### config.mk
export PLATFORM = sky130hd
export DESIGN_NAME = hmmvd_ctrl
export DESIGN_NICKNAME = d
export VERILOG_FILES = /design/src/design/hmmvd_pkg.sv /design/src/design/hmmvd_ctrl.sv
export SDC_FILE = /design/constraint.sdc
export NUM_CORES = 1
export LEC_CHECK = 0
export BUFFER_PORTS_ARGS = -buffer_cell sky130_fd_sc_hd__buf_2
export CELL_PAD_IN_SITES_DETAIL_PLACEMENT = 0
export CELL_PAD_IN_SITES_GLOBAL_PLACEMENT = 2
export CORE_ASPECT_RATIO = 0.5
export CORE_MARGIN = 5
export CORE_UTILIZATION = 28
export CTS_CLUSTER_DIAMETER = 100
export CTS_CLUSTER_SIZE = 8
export DETAILED_ROUTE_END_ITERATION = 10
export PLACE_DENSITY_LB_ADDON = 0.12
export SKIP_LAST_GASP = 1
export SLEW_MARGIN = 0
export SYNTH_ARGS = -nofsm -noshare
export SYNTH_HDL_FRONTEND = slang
export SYNTH_SLANG_ARGS = --single-unit
### constraint.sdc
create_clock -name clk -period 2.2 [get_ports clk]
set_input_delay 0 -clock clk [delete_from_list [all_inputs] [get_ports clk]]
set_output_delay 0 -clock clk [all_outputs]
set_load 0.05 [all_outputs]
### src/design/hmmvd_pkg.sv
// Shared constants and controller/datapath interface types for the HMM count and Viterbi decoder.
package hmmvd_pkg;

	localparam int unsigned NUM_PHONEMES_DEF      = 128;
	localparam int unsigned MAX_WORD_LEN_DEF      = 32;
	localparam int unsigned NUM_LETTER_STATES_DEF = 27;
	localparam int unsigned COUNT_BITS_DEF        = 16;

	localparam int unsigned SCORE_BITS  = 32;
	localparam int unsigned STATE_BITS  = 5;
	localparam int unsigned POS_BITS    = 6;
	localparam int unsigned IN_TDATA_W  = 24;
	localparam int unsigned IN_TUSER_W  = 2;
	localparam int unsigned OUT_TDATA_W = 8;

	localparam logic OP_TRAIN  = 1'b0;
	localparam logic OP_DECODE = 1'b1;

	typedef struct packed {
		logic                  capture;
		logic                  clear;
		logic                  cnt_rd;
		logic                  cnt_inc;
		logic                  step_begin;
		logic                  issue;
		logic [STATE_BITS-1:0] jdx;
		logic [STATE_BITS-1:0] idx;
		logic                  bl_load;
		logic                  bl_run;
		logic                  norm_we;
		logic                  wpos_inc;
		logic                  set_ovf;
		logic                  find_init;
		logic                  find_step;
		logic                  tb_init;
		logic                  bp_rd;
		logic                  tb_step;
		logic                  emit;
		logic [POS_BITS-1:0]   eidx;
		logic                  finish;
	} cmd_t;

	typedef struct packed {
		logic clear_done;
		logic train_ok;
		logic is_decode;
		logic word_end;
		logic wpos_full;
		logic pipe_busy;
		logic bl_done;
		logic k_zero;
		logic len_zero;
		logic emit_last;
		logic out_free;
	} status_t;

endpackage

### src/design/hmmvd_ctrl.sv
// Controller state machine that clears the count table and sequences training, Viterbi steps, traceback and output.
module hmmvd_ctrl import hmmvd_pkg::*; #(
	parameter int unsigned NUM_LETTER_STATES = NUM_LETTER_STATES_DEF
) (
	input  logic    clk,
	input  logic    arst_n,
	input  logic    in_valid,
	output logic    in_ready,
	input  status_t status,
	output cmd_t    cmd
);

	localparam int unsigned LW = $clog2(NUM_LETTER_STATES);
	localparam logic [LW-1:0] LAST_STATE = LW'(NUM_LETTER_STATES - 1);

	typedef enum logic [13:0] {
		ST_CLEAR    = 14'b00000000000001,
		ST_IDLE     = 14'b00000000000010,
		ST_DISPATCH = 14'b00000000000100,
		ST_TRAIN_RD = 14'b00000000001000,
		ST_TRAIN_WR = 14'b00000000010000,
		ST_STEP     = 14'b00000000100000,
		ST_DRAIN    = 14'b00000001000000,
		ST_BITLEN   = 14'b00000010000000,
		ST_NORM     = 14'b00000100000000,
		ST_FIND     = 14'b00001000000000,
		ST_TB_INIT  = 14'b00010000000000,
		ST_TB_RD    = 14'b00100000000000,
		ST_TB_WR    = 14'b01000000000000,
		ST_EMIT     = 14'b10000000000000
	} state_t;

	state_t              state_q, state_d;
	logic [LW-1:0]       j_q, j_d, s_q, s_d;
	logic [POS_BITS-1:0] e_q, e_d;

	always_ff @(posedge clk or negedge arst_n) begin
		if (!arst_n) begin
			state_q <= ST_CLEAR;
			j_q     <= '0;
			s_q     <= '0;
			e_q     <= '0;
		end else begin
			state_q <= state_d;
			j_q     <= j_d;
			s_q     <= s_d;
			e_q     <= e_d;
		end
	end

	assign in_ready = (state_q == ST_IDLE);

	always_comb begin
		state_d = state_q;
		j_d     = j_q;
		s_d     = s_q;
		e_d     = e_q;
		cmd     = '0;
		cmd.jdx = STATE_BITS'(j_q);
		cmd.idx = STATE_BITS'(s_q);
		cmd.eidx = e_q;
		unique case (state_q)
			ST_CLEAR: begin
				cmd.clear = 1'b1;
				if (status.clear_done) begin
					state_d = ST_IDLE;
				end
			end
			ST_IDLE: begin
				if (in_valid) begin
					cmd.capture = 1'b1;
					state_d     = ST_DISPATCH;
				end
			end
			ST_DISPATCH: begin
				j_d = '0;
				s_d = '0;
				if (!status.is_decode) begin
					state_d = status.train_ok ? ST_TRAIN_RD : ST_IDLE;
				end else if (status.wpos_full) begin
					cmd.set_ovf = 1'b1;
					state_d     = status.word_end ? ST_FIND : ST_IDLE;
				end else begin
					cmd.step_begin = 1'b1;
					state_d        = ST_STEP;
				end
			end
			ST_TRAIN_RD: begin
				cmd.cnt_rd = 1'b1;
				state_d    = ST_TRAIN_WR;
			end
			ST_TRAIN_WR: begin
				cmd.cnt_inc = 1'b1;
				state_d     = ST_IDLE;
			end
			ST_STEP: begin
				cmd.issue = 1'b1;
				if (j_q == LAST_STATE) begin
					j_d = '0;
					s_d = s_q + 1'b1;
					if (s_q == LAST_STATE) begin
						s_d     = '0;
						state_d = ST_DRAIN;
					end
				end else begin
					j_d = j_q + 1'b1;
				end
			end
			ST_DRAIN: begin
				if (!status.pipe_busy) begin
					cmd.bl_load = 1'b1;
					state_d     = ST_BITLEN;
				end
			end
			ST_BITLEN: begin
				cmd.bl_run = 1'b1;
				if (status.bl_done) begin
					s_d     = '0;
					state_d = ST_NORM;
				end
			end
			ST_NORM: begin
				cmd.norm_we = 1'b1;
				if (s_q == LAST_STATE) begin
					cmd.wpos_inc = 1'b1;
					s_d          = '0;
					state_d      = status.word_end ? ST_FIND : ST_IDLE;
				end else begin
					s_d = s_q + 1'b1;
				end
			end
			ST_FIND: begin
				if (s_q == '0) begin
					cmd.find_init = 1'b1;
				end else begin
					cmd.find_step = 1'b1;
				end
				if (s_q == LAST_STATE) begin
					s_d = '0;
					if (status.len_zero) begin
						cmd.finish = 1'b1;
						state_d    = ST_IDLE;
					end else begin
						state_d = ST_TB_INIT;
					end
				end else begin
					s_d = s_q + 1'b1;
				end
			end
			ST_TB_INIT: begin
				cmd.tb_init = 1'b1;
				state_d     = ST_TB_RD;
			end
			ST_TB_RD: begin
				if (status.k_zero) begin
					e_d     = '0;
					state_d = ST_EMIT;
				end else begin
					cmd.bp_rd = 1'b1;
					state_d   = ST_TB_WR;
				end
			end
			ST_TB_WR: begin
				cmd.tb_step = 1'b1;
				state_d     = ST_TB_RD;
			end
			ST_EMIT: begin
				if (status.out_free) begin
					cmd.emit = 1'b1;
					if (status.emit_last) begin
						cmd.finish = 1'b1;
						e_d        = '0;
						state_d    = ST_IDLE;
					end else begin
						e_d = e_q + 1'b1;
					end
				end
			end
			default: begin
				state_d = ST_IDLE;
			end
		endcase
	end

endmodule

* Word-level counts from Yosys, hierarchy flattened
Index checks and enable logic that the tools add are counted.
Word-level totals: bits in registers 30, output and inout port bits 35, word-level logic and storage cells 101
Cells by class: $add $sub $neg 3, equal/unequal tests 27, mux-type cells 58, reduce and logical (&&, ||, !) cells 9
Operators with widths (count):
- $mux 14 | 12
- $pmux 14 s12 | 1
- $mux 1 | 28
- $ne 2x2->1 const B | 11
- $mux 10 | 2
- $mux 5 | 4
- $pmux 5 s4 | 1
- $mux 6 | 3
- $eq 14x1->1 const B | 1
- $eq 14x10->1 const B | 1
- $eq 14x11->1 const B | 1
- $eq 14x12->1 const B | 1
- $eq 14x13->1 const B | 1
- $eq 14x14->1 const B | 1
- $eq 14x2->1 const B | 1
- $eq 14x3->1 const B | 1
- $eq 14x4->1 const B | 1
- $eq 14x5->1 const B | 1
- $eq 14x6->1 const B | 1
- $eq 14x7->1 const B | 1
- $eq 14x8->1 const B | 1
- $eq 14x9->1 const B | 1
- $pmux 6 s2 | 1
- $mux 11 | 1
- 13 further kinds | 19

* Logic depth before layout (Yosys ltp)
depth after elaboration 4, gate-level depth with buffers 8, mapped depth without buffers 8

* Worst setup path before layout
Ideal clock, no wire load.
path kind reg2reg, start reg state_q[7], end reg j_q[2], setup time 0.086 ns, arrival time 2.886 ns, required time 2.114 ns, path slack -0.772 ns, stages on the path, launching flop included 8, buffers on the path 1, clock period less this slack 2.972 ns, cells stage by stage dfrtp_1 > clkbuf_1 > or4b_2 > nor4_2 > nand2_1 > nor2_1 > o21ai_1 > o21ai_0
On the way: longest elaborated chain between the ends 2, elaborated cells on any way between the ends 4, those cells by class eq/ne (2); mux (1); reduce/logical (1)
Ends and longest elaborated chain:
- from (decl) | RTL line hmmvd_ctrl.sv:33 | state_t state_q, state_d;
- from (signal assigned) | RTL line hmmvd_ctrl.sv:44 | state_q <= state_d;
- $eq 14x6->1 or $eq 14x3->1 (tied branches) | RTL line hmmvd_ctrl.sv:62 | unique case (state_q)
- $pmux 5 s2 or $reduce_bool 2->1 (tied branches)
- to (signal assigned) | RTL line hmmvd_ctrl.sv:45 | j_q <= j_d;
- to (decl) | RTL line hmmvd_ctrl.sv:34 | logic [LW-1:0] j_q, j_d, s_q, s_d;
Several ways; a longest one is shown, not always the timed one. A chain may end at the register's enable or synchronous reset.

* Worst setup path in the final report
start reg state_q[11], end reg s_q[4]
On the way: longest elaborated chain between the ends 4, elaborated cells on any way between the ends 11, those cells by class eq/ne (7); mux (1); reduce/logical (3)
Ends and longest elaborated chain:
- $eq 14x10->1 or $eq 14x9->1 (tied branches) | RTL line hmmvd_ctrl.sv:62
- $reduce_or 2->1 (no source line)
- $reduce_bool 4->1 (no source line)
- $reduce_and 3->1 (no source line)
- to (signal assigned) | RTL line hmmvd_ctrl.sv:41 | s_q <= '0;
- to (signal assigned) | RTL line hmmvd_ctrl.sv:46 | s_q <= s_d;
- to (decl) | RTL line hmmvd_ctrl.sv:34
Several ways; a longest one is shown, not always the timed one.

==> results.cfg <==
[placed_design]
port_buffers = 48
placed_cells = 396
place.gp.congestion = 0.844
dpl.hpwl_um = 4690
dp_slack_ns = -0.0316
placed_cell_area_sq_um = 2620

[job]
maxCapViolCount = 0

[detailed_routing]
routedWlPerCell_um = 15.0
routed_via_density = 4.99
drt_iter0_markers = 75
vias = 2080
drt_first_pass_iters = 4
drt_wl_total_um = 6250
postRouteAntennaNets = 0
drc = 0

[sta]
rsz0062_at_grt = true
clock.fmax_mhz = 452
hold_ws_ns = 0.00608
setup_viol = 2
tightest_slew_ns = 0.755
min_period_ns = 2.21
final_max_slew_viol_count = 0
hold_violations = 0
fin_crit_sh = 1.01
max_slew_margin = 0.497
fin_skew_ns = 0.00754
finalSetupTns_ns = -0.0185
worst_slack_ns = -0.0130

[logic_synthesis]
synth_top_area_cell = dfrtp_1
syn_area_per_cell_sq_um = 8.76
yosysMostFrequentCell = dfrtp_1
synth_nets = 243
synth-seq-cells = 30
synthCells = 223
synth_edf_count = 0
async_reset_ff_frac = 1.00
synth_flop_cell = dfrtp_1
synth_area_sq_um = 1950
netlist_top_cells_count = 29 x dfrtp_1, 20 x nand2_1, 20 x o21ai_0
ys_seq_area_frac = 0.385
yosys_warnings = 0
synth_area_leaders = dfrtp_1 37%, o21ai_0 5.1%, ha_1 3.8%, nand2_1 3.8%, nor2_1 3.5%
synth_cell_types = 50
synth_top_area_frac = 0.371

[clock_tree]
cts_sinks = 30
h-tree-depth = 2
root_buffer = clkbuf_16
cts_made_buffers = 5
cts_tree = yes
clockBufferDepth = 2
clk_latency_ns = 0.28
clk_pin_slew_ns = 0.06

[layout]
final_core_util = 0.452
finalInstanceArea_sq_um = 3040
n_antenna_cell = 0
syn_to_final_growth_pct = 55.6
nets = 344
fin_cells = 417
drive_gt1_frac = 0.446

[floorplan]
dieArea_sq_um = 8850
start_util = 0.291
fp.coreArea_sq_um = 6730
die_h_um = 69.1
row_count = 21
io_pins = 49
die_width_um = 128

[worst_setup_path]
end_kind = flip-flop
startpoint_type = flip-flop
worst_path_max_delay_cell = or4_4
critPathKind = flip-flop to flip-flop
max_stage_delay_ns = 0.58
path_max_fanout = 4
required_ns = 2.40
cp_cell_sequence = or4_4, nor4_4, o2bb2ai_2, nand2_4, or4_1, o211ai_1
arrival_ns = 2.41
crit_family = simple AND/OR/NAND/NOR gates
crit_buf_inv = 0

[global_routing]
grt_pass1_wl_um = 10300
antenna_found_initial = 0
grt_max_degree = 31
track_usage = 0.146
grt_overflow = 0
grt_pass1_vias = 2058

[outcome]
violations = negative setup slack
run_status = finished with violations

[power]
vdd_drop_max_v = 0.000368
finalPower_mw = 2.63
leakagePower_nw = 1.46
p_per_area_nw_per_um2 = 866

[min_path]
min_path_type = input pin to flip-flop
[tightest hold or removal path: stages]
cell and delay, ns:
buf_2 0.11, o21ai_0 0.07, mux2i_1 0.06
[worst paths after layout]
| kind | startpoint | depth (start not counted) | slack (ns) | endpoint |
|---|---|---|---|---|
| max reg2reg | state_q[11]$_DFFE_PN0P_ | 6 | -0.01 | s_q[4]$_DFFE_PN0P_ |
| max | state_q[11]$_DFFE_PN0P_ | 6 | -0.01 | s_q[4]$_DFFE_PN0P_ |
| min reg2reg | e_q[5]$_DFFE_PN0P_ | 1 | 0.48 | e_q[5]$_DFFE_PN0P_ |
| min | status[7] | 3 | 0.006 | state_q[9]$_DFFE_PN0P_ |
| max in group asynchronous | arst_n | 2 | 1.34 | s_q[0]$_DFFE_PN0P_ |
| min in group asynchronous | arst_n | 2 | 0.33 | e_q[4]$_DFFE_PN0P_ |
[routing by layer]
layer,wire length (um),part of all wire,GRT usage,vias up
met5,0,0,0,-
met4,104,0.017,0.0447,0
met3,287,0.046,0.0463,10
met2,2820,0.45,0.225,33
met1,3040,0.49,0.194,1008
li1,-,-,-,1029
[sequential cells by signal, summed over array words and instances, names as in the netlist]
| register | cells |
|---|---|
| s_q | 5 |
| state_q | 14 |
| j_q | 5 |
| e_q | 6 |
[area by class of cell]
cell class                 instances  area [sq um]
fill                             699          3690
multi-input combinational        174          1270
sequential                        30           759
timing repair buffer             102           716
clock buffer                       8           136
tap                               92           115
inverter                          11          41.3
[placed cells by master (no fill, tap or decap), types with 2 or more instances in the layout]
master and instances:
a21o_1 2, and2_1 2, and3_1 4, and4b_1 3
buf_2 36, buf_4 53, buf_6 4, clkbuf_1 3
clkbuf_16 5, dfrtp_1 23, dfrtp_2 6, dlygate4sd3_1 7
ha_1 6, inv_1 11, mux2i_1 2, nand2_1 19
nand2b_1 8, nand3_1 10, nand3_2 2, nand4b_1 4
nor2_1 11, nor2_2 4, nor2_4 3, nor3_1 10
nor3_2 3, nor4_1 2, nor4_2 2, nor4_4 4
o211ai_1 3, o21ai_0 15, o21ai_1 6, o31ai_1 6
or2_2 3, or3_1 3, or4_1 2, or4_4 4
or4b_4 2, xnor2_1 3, xor2_1 2
[cells by family after synthesis]
| family | Yosys count | synth area share |
|---|---|---|
| multiplexers | 2 | 0.0102 |
| flip-flops | 30 | 0.385 |
| XOR/XNOR | 5 | 0.0224 |
| AND/OR/NAND/NOR | 118 | 0.358 |
| adder cells (fa/ha/maj) | 6 | 0.0384 |
| AO/OA/AOI/OAI | 43 | 0.143 |
| buffers and inverters | 19 | 0.0429 |
[power by group]
group | total (mW) | leakage [nW] | internal [mW] | switching (mW)
combinational | 1.27 | 0.994 | 0.568 | 0.707
sequential | 0.688 | 0.397 | 0.609 | 0.0798
clock | 0.670 | 0.0652 | 0.421 | 0.250
[timing repair]
| action | in CTS | in global routing |
|---|---|---|
| gates cloned | 0 | 0 |
| buffers inserted | 2 | 4 |
| gates resized for setup | 22 | 31 |
| setup endpoints to repair | 14 | 27 |
| pin swaps | 3 | 11 |
| hold buffers | 7 | 0 |
| hold endpoints to repair | 36 | 0 |
Power figures use the tool's default switching activity.
